--- config.mk ---
export PLATFORM = sky130hd
export DESIGN_NAME = weighted_backend_selector
export DESIGN_NICKNAME = d
export VERILOG_FILES = /design/src/hw/rtl/wbs_pkg.sv /design/src/hw/rtl/wbs_credit_unit.sv /design/src/hw/rtl/weighted_backend_selector.sv
export SDC_FILE = /design/constraint.sdc
export NUM_CORES = 1
export LEC_CHECK = 0
export BUFFER_PORTS_ARGS = -buffer_cell sky130_fd_sc_hd__buf_2
export CAP_MARGIN = 20
export CORE_UTILIZATION = 45
export DETAILED_ROUTE_END_ITERATION = 7
export SKIP_CTS_REPAIR_TIMING = 1
export SLEW_MARGIN = 15
export SYNTH_ARGS = -nofsm -noshare
export SYNTH_HDL_FRONTEND = slang
export SYNTH_SLANG_ARGS = --single-unit
--- constraint.sdc ---
create_clock -name i_clk -period 6.85 [get_ports i_clk]
set_input_delay 1.37 -clock i_clk [delete_from_list [all_inputs] [get_ports i_clk]]
set_output_delay 1.37 -clock i_clk [all_outputs]
set_load 0.005 [all_outputs]
--- src/hw/rtl/wbs_pkg.sv ---
// shared types, codes and reset helpers for the weighted backend selector
package wbs_pkg;

    // default sizing
    localparam int DEF_MAX_HOSTS   = 8;
    localparam int DEF_WEIGHT_BITS = 8;

    // register reset values
    localparam logic [63:0] RST_HOST_WEIGHTS = 64'h0101_0101_0101_0101;
    localparam logic [3:0]  RST_HOSTS_IN_USE = 4'd8;
    localparam logic [15:0] RST_RETRY_UNIT   = 16'd5;

    // register indexes (address bits [4:3])
    localparam logic [1:0] REG_HOST_WEIGHTS = 2'd0;
    localparam logic [1:0] REG_HOSTS_IN_USE = 2'd1;
    localparam logic [1:0] REG_RETRY_UNIT   = 2'd2;

    // operation codes
    localparam logic [1:0] OP_SELECT = 2'd0;
    localparam logic [1:0] OP_FAIL   = 2'd1;
    localparam logic [1:0] OP_RELOAD = 2'd2;

    // result kinds
    localparam logic [1:0] RK_SELECTED = 2'd0;
    localparam logic [1:0] RK_OFFLINE  = 2'd1;
    localparam logic [1:0] RK_FAILED   = 2'd2;
    localparam logic [1:0] RK_RELOADED = 2'd3;

    // host health states
    localparam logic [1:0] ST_UNKNOWN      = 2'd0;
    localparam logic [1:0] ST_OK           = 2'd1;
    localparam logic [1:0] ST_FAIL_RESOLVE = 2'd2;
    localparam logic [1:0] ST_FAIL_CONNECT = 2'd3;

    // backoff multipliers
    localparam logic [3:0] RESOLVE_MULT = 4'd10;
    localparam logic [3:0] MAX_DRAW     = 4'd9;

    // credit unit control
    typedef enum logic {
        CU_ADD,
        CU_SUB
    } t_cu_fn;

    typedef struct packed {
        t_cu_fn fn;
        logic   a_is_weight;
    } t_cu_ctrl;

    // weight field of host i, zero past the end of the word
    function automatic logic [63:0] weight_field(input logic [63:0] hw, input int i,
                                                 input int wb);
        logic [63:0] mask;
        mask = (64'd1 << wb) - 64'd1;
        if (i * wb >= 64) begin
            return 64'd0;
        end
        return (hw >> (i * wb)) & mask;
    endfunction

    // largest reset weight among the first n hosts
    function automatic int reset_max(input int n, input int wb);
        int m;
        int w;
        m = 0;
        for (int i = 0; i < n; i++) begin
            w = int'(weight_field(RST_HOST_WEIGHTS, i, wb));
            if (w > m) begin
                m = w;
            end
        end
        return m;
    endfunction

    // least reset weight among the first n hosts
    function automatic int reset_least(input int n, input int wb);
        int m;
        int w;
        m = reset_max(n, wb);
        for (int i = 0; i < n; i++) begin
            w = int'(weight_field(RST_HOST_WEIGHTS, i, wb));
            if (w < m) begin
                m = w;
            end
        end
        return m;
    endfunction

    // first host holding the largest reset weight
    function automatic int reset_cursor(input int n, input int wb);
        int c;
        int m;
        int w;
        c = 0;
        m = int'(weight_field(RST_HOST_WEIGHTS, 0, wb));
        for (int i = 1; i < n; i++) begin
            w = int'(weight_field(RST_HOST_WEIGHTS, i, wb));
            if (w > m) begin
                m = w;
                c = i;
            end
        end
        return c;
    endfunction

    // reset credit of host i
    function automatic int reset_credit(input int i, input int n, input int wb);
        if (i >= n) begin
            return 0;
        end
        return int'(weight_field(RST_HOST_WEIGHTS, i, wb)) - (reset_max(n, wb) >> 1);
    endfunction

endpackage

--- src/hw/rtl/wbs_credit_unit.sv ---
// shared credit adder used by the walk, the wrap refill and the reload
module wbs_credit_unit #(
    parameter int WEIGHT_BITS = wbs_pkg::DEF_WEIGHT_BITS,
    parameter int CREDIT_BITS = wbs_pkg::DEF_WEIGHT_BITS + 3
) (
    input  wbs_pkg::t_cu_ctrl              i_ctrl,
    input  logic signed [CREDIT_BITS-1:0]  i_credit,
    input  logic        [WEIGHT_BITS-1:0]  i_weight,
    input  logic        [WEIGHT_BITS-1:0]  i_operand,
    output logic signed [CREDIT_BITS-1:0]  o_sum,
    output logic                           o_credit_pos
);

    logic signed [CREDIT_BITS-1:0] a_val;
    logic signed [CREDIT_BITS-1:0] b_val;

    // operand selection
    assign a_val = i_ctrl.a_is_weight
                 ? $signed({{(CREDIT_BITS-WEIGHT_BITS){1'b0}}, i_weight})
                 : i_credit;
    assign b_val = $signed({{(CREDIT_BITS-WEIGHT_BITS){1'b0}}, i_operand});

    // add or subtract
    always_comb begin
        case (i_ctrl.fn)
            wbs_pkg::CU_ADD: o_sum = a_val + b_val;
            wbs_pkg::CU_SUB: o_sum = a_val - b_val;
            default:         o_sum = a_val - b_val;
        endcase
    end

    // credit strictly positive
    assign o_credit_pos = !i_credit[CREDIT_BITS-1] && (i_credit != '0);

endmodule

--- src/hw/rtl/weighted_backend_selector.sv ---
// weighted round-robin host selector, top level
//
// Input channel (i_in_valid / o_in_stall) carries one op word: select, report
// failure or reload. Output channel (o_out_valid / i_out_stall) returns one
// word per op: result kind and chosen host. Op code 3 is taken and dropped.
// Configuration goes through the APB-style port, 64-bit registers at 8*i.
// One op is worked at a time; o_in_stall is high until its word is queued.
// Steps from accept to o_out_valid:
//   failure report: multiply, saturating add, output
//   reload: scan of the n hosts in use, then load of all MAX_HOSTS credits
//   select: walk and refill steps; the walk visits one host per cycle and
//   each wrap visits the n hosts one per cycle, refilling spent credits, with
//   at most two walks and two refills
// All credit arithmetic goes through one shared adder indexed by the sequencer.
// After reset the registers hold their defaults and the credits, least weight
// and cursor already hold the reloaded values, so ops are taken at once.
// A finished word waits in a stage of its own while the receiver stalls and
// the output register stays unchanged; the next op is taken when the output
// register can be freed.
module weighted_backend_selector #(
    parameter int MAX_HOSTS   = wbs_pkg::DEF_MAX_HOSTS,
    parameter int WEIGHT_BITS = wbs_pkg::DEF_WEIGHT_BITS
) (
    input  logic        i_clk,
    input  logic        i_rst_n,
    // input channel
    input  logic        i_in_valid,
    output logic        o_in_stall,
    input  logic [1:0]  i_op,
    input  logic [31:0] i_now,
    input  logic [2:0]  i_host,
    input  logic        i_fail_kind,
    input  logic [3:0]  i_random_draw,
    // output channel
    output logic        o_out_valid,
    input  logic        i_out_stall,
    output logic [1:0]  o_result_kind,
    output logic [2:0]  o_chosen_host,
    // configuration port
    input  logic        psel,
    input  logic        penable,
    input  logic        pwrite,
    input  logic [4:0]  paddr,
    input  logic [63:0] pwdata,
    output logic [63:0] prdata,
    output logic        pready
);

    localparam int WB = WEIGHT_BITS;
    localparam int CW = WEIGHT_BITS + 3;
    localparam int IW = (MAX_HOSTS > 1) ? $clog2(MAX_HOSTS) : 1;
    localparam int NW = $clog2(MAX_HOSTS + 1);
    localparam int INIT_N = (MAX_HOSTS < int'(wbs_pkg::RST_HOSTS_IN_USE))
                          ? MAX_HOSTS : int'(wbs_pkg::RST_HOSTS_IN_USE);
    localparam logic [WB-1:0] INIT_LEAST  = WB'(wbs_pkg::reset_least(INIT_N, WB));
    localparam logic [IW-1:0] INIT_CURSOR = IW'(wbs_pkg::reset_cursor(INIT_N, WB));

    typedef enum logic [2:0] {
        S_IDLE,
        S_WALK,
        S_WRAP,
        S_RL_SCAN,
        S_RL_LOAD,
        S_FAIL_MUL,
        S_FAIL_ADD,
        S_DONE
    } t_state;

    // configuration registers
    logic [63:0] r_host_weights;
    logic [3:0]  r_hosts_in_use;
    logic [15:0] r_retry_unit;

    // selector state
    logic signed [CW-1:0] r_credit [MAX_HOSTS];
    logic [WB-1:0]        r_least;
    logic [IW-1:0]        r_cursor;
    logic [1:0]           r_hstate [MAX_HOSTS];
    logic [31:0]          r_retry  [MAX_HOSTS];

    // sequencer
    t_state        r_state;
    logic [IW-1:0] r_idx;
    logic [IW-1:0] r_bound;
    logic          r_wrapped;
    logic          r_any_ok;
    logic [WB-1:0] r_maxw;
    logic [WB-1:0] r_minw;
    logic [IW-1:0] r_arg;
    logic [19:0]   r_prod;

    // latched op word
    logic [31:0] r_now;
    logic [2:0]  r_host;
    logic        r_kind;
    logic [3:0]  r_draw;

    // pending and output result
    logic [1:0] r_res_kind;
    logic [2:0] r_res_host;
    logic       r_out_valid;
    logic [1:0] r_out_kind;
    logic [2:0] r_out_host;

    logic [NW-1:0]        act_n;
    logic [WB-1:0]        w_arr [MAX_HOSTS];
    logic [WB-1:0]        cur_w;
    logic [NW-1:0]        idx_p1;
    logic                 idx_last;
    logic                 idx_all_last;
    logic [IW-1:0]        idx_succ;
    logic                 idx_in_use;
    logic [IW-1:0]        cur_clamp;
    logic                 promotable;
    logic                 pick;
    logic                 any_ok;
    logic                 host_ok;
    logic [3:0]           mult;
    logic [32:0]          retry_sum;
    logic [31:0]          retry_sat;
    logic                 in_fire;
    logic                 out_free;
    logic                 cfg_wr;
    wbs_pkg::t_cu_ctrl    cu_ctrl;
    logic [WB-1:0]        cu_weight;
    logic [WB-1:0]        cu_operand;
    logic signed [CW-1:0] cu_sum;
    logic                 cu_pos;

    // configuration write and read back
    assign cfg_wr = psel && penable && pwrite && pready;
    assign pready = 1'b1;

    always_ff @(posedge i_clk) begin
        if (!i_rst_n) begin
            r_host_weights <= wbs_pkg::RST_HOST_WEIGHTS;
            r_hosts_in_use <= wbs_pkg::RST_HOSTS_IN_USE;
            r_retry_unit   <= wbs_pkg::RST_RETRY_UNIT;
        end else if (cfg_wr) begin
            case (paddr[4:3])
                wbs_pkg::REG_HOST_WEIGHTS: r_host_weights <= pwdata;
                wbs_pkg::REG_HOSTS_IN_USE: r_hosts_in_use <= pwdata[3:0];
                wbs_pkg::REG_RETRY_UNIT:   r_retry_unit   <= pwdata[15:0];
                default: ;
            endcase
        end
    end

    always_comb begin
        case (paddr[4:3])
            wbs_pkg::REG_HOST_WEIGHTS: prdata = r_host_weights;
            wbs_pkg::REG_HOSTS_IN_USE: prdata = {60'd0, r_hosts_in_use};
            wbs_pkg::REG_RETRY_UNIT:   prdata = {48'd0, r_retry_unit};
            default:                   prdata = 64'd0;
        endcase
    end

    // hosts taking part, clamped to 1..MAX_HOSTS
    always_comb begin
        if (r_hosts_in_use == 4'd0) begin
            act_n = NW'(1);
        end else if ({1'b0, r_hosts_in_use} > 5'(MAX_HOSTS)) begin
            act_n = NW'(MAX_HOSTS);
        end else begin
            act_n = NW'(r_hosts_in_use);
        end
    end

    // unpacked weights
    for (genvar g = 0; g < MAX_HOSTS; g++) begin : g_weight
        assign w_arr[g] = WB'(wbs_pkg::weight_field(r_host_weights, g, WB));
    end

    assign cur_w = w_arr[r_idx];

    // index stepping
    assign idx_p1       = NW'(r_idx) + NW'(1);
    assign idx_last     = (idx_p1 == act_n);
    assign idx_all_last = (idx_p1 == NW'(MAX_HOSTS));
    assign idx_succ     = idx_last ? '0 : IW'(idx_p1);
    assign idx_in_use   = (NW'(r_idx) < act_n);
    assign cur_clamp    = (NW'(r_cursor) >= act_n) ? '0 : r_cursor;

    // pick test for the host under the walk
    assign promotable = (r_hstate[r_idx] == wbs_pkg::ST_OK)
                     || (r_hstate[r_idx] == wbs_pkg::ST_UNKNOWN)
                     || (r_now >= r_retry[r_idx]);
    assign pick   = cu_pos && promotable;
    assign any_ok = r_any_ok || (r_hstate[r_idx] == wbs_pkg::ST_OK);

    // failure backoff
    assign host_ok   = (5'(r_host) < 5'(MAX_HOSTS));
    assign mult      = !r_kind ? wbs_pkg::RESOLVE_MULT
                     : (r_draw > wbs_pkg::MAX_DRAW) ? (wbs_pkg::MAX_DRAW + 4'd1)
                     : (r_draw + 4'd1);
    assign retry_sum = {1'b0, r_now} + 33'(r_prod);
    assign retry_sat = retry_sum[32] ? 32'hFFFF_FFFF : retry_sum[31:0];

    // handshakes
    assign in_fire    = i_in_valid && (r_state == S_IDLE);
    assign o_in_stall = (r_state != S_IDLE);
    assign out_free   = !r_out_valid || !i_out_stall;

    // shared credit unit operands
    always_comb begin
        cu_ctrl.fn          = wbs_pkg::CU_SUB;
        cu_ctrl.a_is_weight = 1'b0;
        cu_weight           = cur_w;
        cu_operand          = r_least;
        case (r_state)
            S_WRAP: begin
                cu_ctrl.fn = wbs_pkg::CU_ADD;
                cu_operand = cur_w;
            end
            S_RL_LOAD: begin
                cu_ctrl.a_is_weight = 1'b1;
                cu_weight           = idx_in_use ? cur_w : '0;
                cu_operand          = idx_in_use ? (r_maxw >> 1) : '0;
            end
            default: ;
        endcase
    end

    wbs_credit_unit #(
        .WEIGHT_BITS (WB),
        .CREDIT_BITS (CW)
    ) u_credit_unit (
        .i_ctrl       (cu_ctrl),
        .i_credit     (r_credit[r_idx]),
        .i_weight     (cu_weight),
        .i_operand    (cu_operand),
        .o_sum        (cu_sum),
        .o_credit_pos (cu_pos)
    );

    // sequencer, selector state and output register
    always_ff @(posedge i_clk) begin
        if (!i_rst_n) begin
            r_state     <= S_IDLE;
            r_out_valid <= 1'b0;
            r_least     <= INIT_LEAST;
            r_cursor    <= INIT_CURSOR;
            for (int i = 0; i < MAX_HOSTS; i++) begin
                r_credit[i] <= CW'(wbs_pkg::reset_credit(i, INIT_N, WB));
                r_hstate[i] <= wbs_pkg::ST_UNKNOWN;
                r_retry[i]  <= 32'd0;
            end
        end else begin
            // output register: load a finished word or drop a taken one
            if (r_state == S_DONE && out_free) begin
                r_out_valid <= 1'b1;
                r_out_kind  <= r_res_kind;
                r_out_host  <= r_res_host;
            end else if (r_out_valid && !i_out_stall) begin
                r_out_valid <= 1'b0;
            end
            case (r_state)
                S_IDLE: begin
                    if (in_fire) begin
                        r_now  <= i_now;
                        r_host <= i_host;
                        r_kind <= i_fail_kind;
                        r_draw <= i_random_draw;
                        case (i_op)
                            wbs_pkg::OP_SELECT: begin
                                r_cursor  <= cur_clamp;
                                r_bound   <= cur_clamp;
                                r_idx     <= cur_clamp;
                                r_wrapped <= 1'b0;
                                r_state   <= S_WALK;
                            end
                            wbs_pkg::OP_FAIL: begin
                                r_state <= S_FAIL_MUL;
                            end
                            wbs_pkg::OP_RELOAD: begin
                                r_idx  <= '0;
                                r_maxw <= '0;
                                r_minw <= '1;
                                r_arg  <= '0;
                                for (int i = 0; i < MAX_HOSTS; i++) begin
                                    r_hstate[i] <= wbs_pkg::ST_UNKNOWN;
                                    r_retry[i]  <= 32'd0;
                                end
                                r_state <= S_RL_SCAN;
                            end
                            default: ;
                        endcase
                    end
                end
                // one host per cycle from the cursor
                S_WALK: begin
                    if (pick) begin
                        r_credit[r_idx] <= cu_sum;
                        r_hstate[r_idx] <= wbs_pkg::ST_OK;
                        r_cursor        <= idx_succ;
                        r_res_kind      <= wbs_pkg::RK_SELECTED;
                        r_res_host      <= 3'(r_idx);
                        r_state         <= S_DONE;
                    end else if (idx_succ == r_bound) begin
                        r_idx    <= '0;
                        r_any_ok <= 1'b0;
                        r_state  <= S_WRAP;
                    end else begin
                        r_idx <= idx_succ;
                    end
                end
                // refill spent credits and look for a healthy host
                S_WRAP: begin
                    if (!cu_pos) begin
                        r_credit[r_idx] <= cu_sum;
                    end
                    if (idx_last) begin
                        if (!any_ok || r_wrapped) begin
                            r_res_kind <= wbs_pkg::RK_OFFLINE;
                            r_res_host <= 3'd0;
                            r_state    <= S_DONE;
                        end else begin
                            r_wrapped <= 1'b1;
                            r_idx     <= r_bound;
                            r_state   <= S_WALK;
                        end
                    end else begin
                        r_any_ok <= any_ok;
                        r_idx    <= idx_succ;
                    end
                end
                // find largest, least and first largest weight
                S_RL_SCAN: begin
                    if (cur_w > r_maxw) begin
                        r_maxw <= cur_w;
                        r_arg  <= r_idx;
                    end
                    if (cur_w < r_minw) begin
                        r_minw <= cur_w;
                    end
                    if (idx_last) begin
                        r_idx   <= '0;
                        r_state <= S_RL_LOAD;
                    end else begin
                        r_idx <= idx_succ;
                    end
                end
                // load every credit, zero past the hosts in use
                S_RL_LOAD: begin
                    r_credit[r_idx] <= cu_sum;
                    if (idx_all_last) begin
                        r_least    <= r_minw;
                        r_cursor   <= r_arg;
                        r_res_kind <= wbs_pkg::RK_RELOADED;
                        r_res_host <= 3'd0;
                        r_state    <= S_DONE;
                    end else begin
                        r_idx <= IW'(idx_p1);
                    end
                end
                S_FAIL_MUL: begin
                    r_prod  <= 20'(mult) * 20'(r_retry_unit);
                    r_state <= S_FAIL_ADD;
                end
                S_FAIL_ADD: begin
                    if (host_ok) begin
                        r_hstate[IW'(r_host)] <= r_kind ? wbs_pkg::ST_FAIL_CONNECT
                                                        : wbs_pkg::ST_FAIL_RESOLVE;
                        r_retry[IW'(r_host)]  <= retry_sat;
                    end
                    r_res_kind <= wbs_pkg::RK_FAILED;
                    r_res_host <= 3'd0;
                    r_state    <= S_DONE;
                end
                // hand the word to the output register
                S_DONE: begin
                    if (out_free) begin
                        r_state <= S_IDLE;
                    end
                end
                default: r_state <= S_IDLE;
            endcase
        end
    end

    assign o_out_valid   = r_out_valid;
    assign o_result_kind = r_out_kind;
    assign o_chosen_host = r_out_host;

    // walk and refill stay inside the hosts in use
    a_walk_in_range: assert property (@(posedge i_clk) disable iff (!i_rst_n)
        (r_state == S_WALK || r_state == S_WRAP) |-> (NW'(r_idx) < act_n))
        else $error("walk index beyond hosts in use");

    // a pick always ends the op as a selection
    a_pick_done: assert property (@(posedge i_clk) disable iff (!i_rst_n)
        (r_state == S_WALK && pick) |=>
        (r_state == S_DONE && r_res_kind == wbs_pkg::RK_SELECTED))
        else $error("pick did not complete as selection");

    // the second refill without a pick reports all offline
    a_second_wrap: assert property (@(posedge i_clk) disable iff (!i_rst_n)
        (r_state == S_WRAP && idx_last && r_wrapped) |=>
        (r_state == S_DONE && r_res_kind == wbs_pkg::RK_OFFLINE))
        else $error("second wrap did not report offline");

    // a new output word comes only from the done stage
    a_out_source: assert property (@(posedge i_clk) disable iff (!i_rst_n)
        $rose(r_out_valid) |-> $past(r_state == S_DONE))
        else $error("output word raised outside done stage");

endmodule
# [Word-level counts from Yosys, hierarchy flattened]
# Memory sizes are Yosys's and may differ from the RTL's. A register that Yosys moved wholly into a read port is not among the register bits.
# Cells that the tools add are included.
[totals] register_bits=196 ramBits=360 input_bits=118 out_inout_bits=72 word_cells=296 mem_count=3
[classes] addsub=6 multipliers=1 magnitude_cmp=15 eq_ne=35 n_mux=144 n_bitwise=19 reduce_logical=50
[memory_table] name="r_retry" words=8 word_bits=32 rd=1 rd_clocked_by_memory_dff=1 wr=8 line="weighted_backend_selector.sv:79" text="logic [31:0] r_retry [MAX_HOSTS];"
[memory_table] name="r_credit" words=8 word_bits=11 rd=1 rd_clocked_by_memory_dff=1 wr=8 line="weighted_backend_selector.sv:75" text="logic signed [CW-1:0] r_credit [MAX_HOSTS];"
[memory_table] name="r_hstate" words=8 word_bits=2 rd=1 rd_clocked_by_memory_dff=1 wr=8 line="weighted_backend_selector.sv:78" text="logic [1:0] r_hstate [MAX_HOSTS];"
[ops] op="32-bit two-way mux" n=23
[ops] op="2-bit by 32-bit > comparator with 1-bit output (first input constant)" n=7
[ops] op="64-bit case mux with 3 select lines" n=1
[ops] op="3-bit two-way mux" n=35
[ops] op="8-bit two-way mux" n=10
[ops] op="8-bit case mux with 2 select lines" n=3
[ops] op="11-bit two-way mux" n=4
[ops] op="1-bit two-way mux" n=35
[ops] op="32-bit by 20-bit adder with 33-bit output" n=1
[ops] op="32-bit greater-or-equal comparator" n=1
[ops] op="32-bit OR reduction" n=1
[ops] op="2-bit two-way mux" n=14
[ops] op="2-bit != test (second input constant)" n=14
[ops] op="8-bit binary-select mux with 3-bit select" n=1
[ops] op="12-bit two-way mux" n=2
[ops] op="3-bit case mux with 8 select lines" n=1
[ops] op="11-bit case mux with 2 select lines" n=1
[ops] op="4-bit by 16-bit multiplier with 20-bit output" n=1
[ops] op="5-bit AND reduction" n=4
[ops] op="1-bit bitwise OR" n=18
[ops] op="3-bit case mux with 3 select lines" n=2
[ops] op="4-bit two-way mux" n=4
[ops] op="3-bit case mux with 5 select lines" n=1
[ops] op="7-bit AND reduction" n=2
[ops] op="other kinds (46)" n=84

# [Logic depth before layout (Yosys ltp)]
[logic_depth] word_depth=24 ltp_mapped=23 ltp_nobuf=22

# [By module]
# From an unflattened synthesis, not the netlist that was laid out.
[unflattened] cells_unflattened=2626 hier_area_um2=29723.5
[by_module_without_submodules] mod="weighted_backend_selector" n_inst=1 cells_per_inst=2529 area_per_inst_um2=28964.0 seq_area_each_um2=15765.1
[by_module_without_submodules] mod="wbs_credit_unit" n_inst=1 cells_per_inst=97 area_per_inst_um2=759.5 seq_area_each_um2=0.0

# [Worst setup path after synthesis]
# OpenSTA, ideal clock, no wires.
[synth_timing] path_kind="reg2reg" start="reg r_idx[0]" end="mem r_credit[0][10] (netlist bit), data pin" setup_ns=0.272 arrival_time_ns=4.589 required_time_ns=6.578 path_slack_ns=1.989 path_stages_with_launch=22 n_path_buf=3 synth_period_minus_slack_ns=4.861 path_cell_list="edfxtp_1 buf_2 buf_2 buf_2 clkinv_1 ha_1 nand2b_1 a211o_1 a32oi_1 o21ai_0 or2_1 or4_1 xor2_1 mux2i_1 ha_1 or3_1 o21ai_0 a21oi_1 a21o_1 a21oi_1 xnor2_1 nor2_1"
[synth_lines] element="from (decl)" line="weighted_backend_selector.sv:83" text="logic [IW-1:0] r_idx;"
[synth_lines] element="from (signal assigned)" line="weighted_backend_selector.sv:268" text="r_idx <= cur_clamp;"
[synth_lines] element="from (signal assigned)" line="weighted_backend_selector.sv:304" text="r_idx <= idx_succ;"
[synth_lines] element="from (signal assigned)" line="weighted_backend_selector.sv:319" text="r_idx <= r_bound;"
[synth_lines] element="to (decl)" line="weighted_backend_selector.sv:75"

==> qor.txt <==
status = complete, no violations
clock sink count = 559
clock share of power = 28.6%
Hold Path Origin = r_res_kind[1]$_DFFE_PP_
Async S/R FF share, synth = 0%
r2r endpoint = r_credit[4][9]$_SDFFCE_PN0P_
overall routing resource usage = 23.9%
commonest non-fill, non-tap cell in the layout = edfxtp_1
LEAKAGE = 12.9 nW
post-layout min period = 5.57 ns
CTS tree = yes
Pint = 7.78 mW
Slowest-stage cell, CP = dfxtp_1
Slew Limit Fails = 0
nature of the critical path endpoint = flop
register area share after synthesis = 53.8%
Max FO, Critical Path = 24
Yosys Warn Count = 0
Post-route DRC = 0
CP Buf/Inv Count = 2
port bufs = 185
max cap viols = 0
share of power burned in registers = 35.8%
setup TNS = 0 ns
H-tree depth = 2
Worst R2R Start = r_state[2]$_SDFFE_PN0P_
vias in the first global route = 20903
Synth Register Bits = 559
Comb power frac = 35.6%
RSZ-0062 raised after global routing = false
Placer Congestion = 0.873
I/O pin count = 190
Mapped Cells = 2612
Slew @ Worst Pin = 0.949 ns
routed vias = 20951
Root Driver = clkbuf_16
Layout Skew = 0.0187 ns
syn_nets = 2872
Worst Hold Class = flop to flop
Cell Pwr Density = 364 nW/um^2
CP Cell Sequence = nor3b_2 -> buf_4 -> nand2_1 -> o221ai_1 -> inv_1 -> ha_1 -> nand2_1 -> o21ai_0 -> ha_1 -> a21o_1 -> a21oi_1 -> o21bai_1 -> a21oi_1 -> o21ai_0 -> and4_1 -> nor3_1 -> nor2_1
Rows = 93
# fillers = 5613
crit-path max cell delay = 0.79 ns
WL/cell = 21.7 um
largest net degree at the start of global routing = 82
Max Clk Rate = 179 MHz
Slew HR = 36.8%
router iterations before antenna repair = 6
Yosys cell types = 89
synthesized area = 29300 sq um
total CTS buffers = 60
Post-synth EDFFs = 457
fin crit share = 81.4%
Syn Area/Cell = 11.2 sq um
share of layout cells above drive strength 1 = 16.9%
die width = 257 um
Area Overhead vs Synth = 13.6%
Hold Violations, Final = 0
dominant cell type by area after synthesis = edfxtp_1
commonest cells after routing, fill and taps aside = 457 x edfxtp_1, 404 x nor2_1, 323 x nand2_1
hold slack = 0.421 ns
sw power = 4.33 mW
pre-CTS WS = 1.36 ns
initial DRC count = 1869
first-pass GRT wire length = 122000 um
die height = 257 um
initial core utilization = 45.5%
global route overflow = 0
maximum vdd drop = 0.000430 V
synth top area cells = edfxtp_1 47%, mux4_2 7.2%, dfxtp_1 7.0%
initial antenna violation count = 0
setup violators final = 0
Critical Path Start Type = flop
DR vias/cell = 5.71
Synth top area share = 46.9%
Clock Pin Slew Worst Setup and Hold Paths = 0.06 ns
Final ANT Viol Nets = 0
Setup WS post-layout = 1.28 ns
Nets = 3025
total detailed-routing wirelength = 79500 um
arrival time at the worst endpoint = 5.92 ns
Pwr Total = 12.1 mW
hold endpoint = o_result_kind[1]$_DFFE_PP_
CTS Buffer Depth = 3
worst skew pair latency = 0.63 ns
DP HPWL = 52700 um
core area = 64300 sq um
reg2reg setup slack = 1.28 ns
Synth Flop Type = edfxtp_1
WP data required = 7.20 ns
WHS Path Cells = 0
die area = 66100 sq um
sw frac = 35.8%
WS Path Type = flop to flop
Reg2Reg Depth = 17
crit-path leading delay family = simple AND/OR/NAND/NOR gates
-- cell usage after synthesis, drive strengths merged (6+ instances only) --
cell / number
a211oi: 13
a21o: 16
a21oi: 199
a22oi: 9
a31oi: 8
and2: 78
and3: 12
buf: 36
clkbuf: 114
dfxtp: 102
edfxtp: 457
fa: 30
ha: 112
inv: 95
mux2: 11
mux2i: 82
mux4: 94
nand2: 323
nand2b: 20
nand3: 46
nor2: 407
nor2b: 14
nor3: 49
nor3b: 6
o2111ai: 7
o211ai: 12
o21a: 12
o21ai: 59
o21bai: 10
o22ai: 17
or2: 17
or3: 8
or3b: 7
xnor2: 33
xor2: 16
-- how the worst max path moves through the flow --
stage | from | endpoint | slack, ns | cells after the start
after detailed placement | flop | r_credit[7][0]$_SDFFCE_PN1P_ | 1.36 | 12
after floorplan | r_idx[0]$_DFFE_PP_ | r_credit[0][10]$_SDFFCE_PN0P_ | 1.99 | 21
after CTS | flop | r_credit[7][10]$_SDFFCE_PN0P_ | 1.34 | 12
final | r_state[2]$_SDFFE_PN0P_ | r_credit[4][9]$_SDFFCE_PN0P_ | 1.28 | 17
after global placement | flop | r_credit[0][10]$_SDFFCE_PN0P_ | 1.34 | 12
after global routing | r_state[2]$_SDFFE_PN0P_ | r_credit[4][9]$_SDFFCE_PN0P_ | 0.81 | 17
-- power groups by stage --
stage                     Combinational, mW  Sequential (mW)  Clock [mW]
after floorplan                        3.22             4.19           0
after global routing                   4.71             4.38        3.64
after CTS                              4.30             4.34        3.52
after global placement                 4.20             4.40           0
after detailed placement               4.27             4.41           0
final                                  4.31             4.34        3.47
-- cell families after synthesis --
logic type	count (synthesis)	share of synthesized area, %
and+or+nand+nor	1011	15.2
DFF	559	53.8
AOI/OAI and AO/OA	415	8.76
buffers and inverters	247	3.34
muxes	187	10.5
adders and majority gates	142	6.84
xor gates and xnor gates	50	1.55
other	1	0.0128
-- registers in the layout (all words and copies together) (netlist names), 4 cells and up, named ones only --
signal          cells
r_retry           256
r_hosts_in_use      4
r_credit           88
r_maxw              8
r_prod             20
r_now              32
r_host_weights     64
r_hstate           16
r_minw              8
r_least             8
r_draw              4
r_retry_unit       16
-- metal layers --
metal	GRT usage, %	part of all wire (%)
met4	6.86	2.5
met3	3.19	6.7
met5	0	0
met2	40.1	49
met1	32.3	42
-- stage by stage --
stage,cell area [sq um],util [%],cells
2_1_floorplan,29300,-,2612
3_3_place_gp,31100,48.4,3556
3_5_place_dp,31100,48.4,3556
4_1_cts,33200,51.7,3667
5_1_grt,33300,51.7,3669
6_report,33300,51.7,3670
-- cell type report --
class / count / area (sq um) / share of cell area [%]
repair buffers: 241 / 1400 / 4.20
well taps: 855 / 1070 / 3.21
diodes: 1 / 2.50 / 0.00752
inverters: 97 / 364 / 1.09
flip-flops and latches: 559 / 15800 / 47.4
clock inverters: 40 / 519 / 1.56
multi-input cells: 1806 / 12600 / 37.8
clock buffers: 71 / 1590 / 4.76
(Power assumes the default switching activity.)
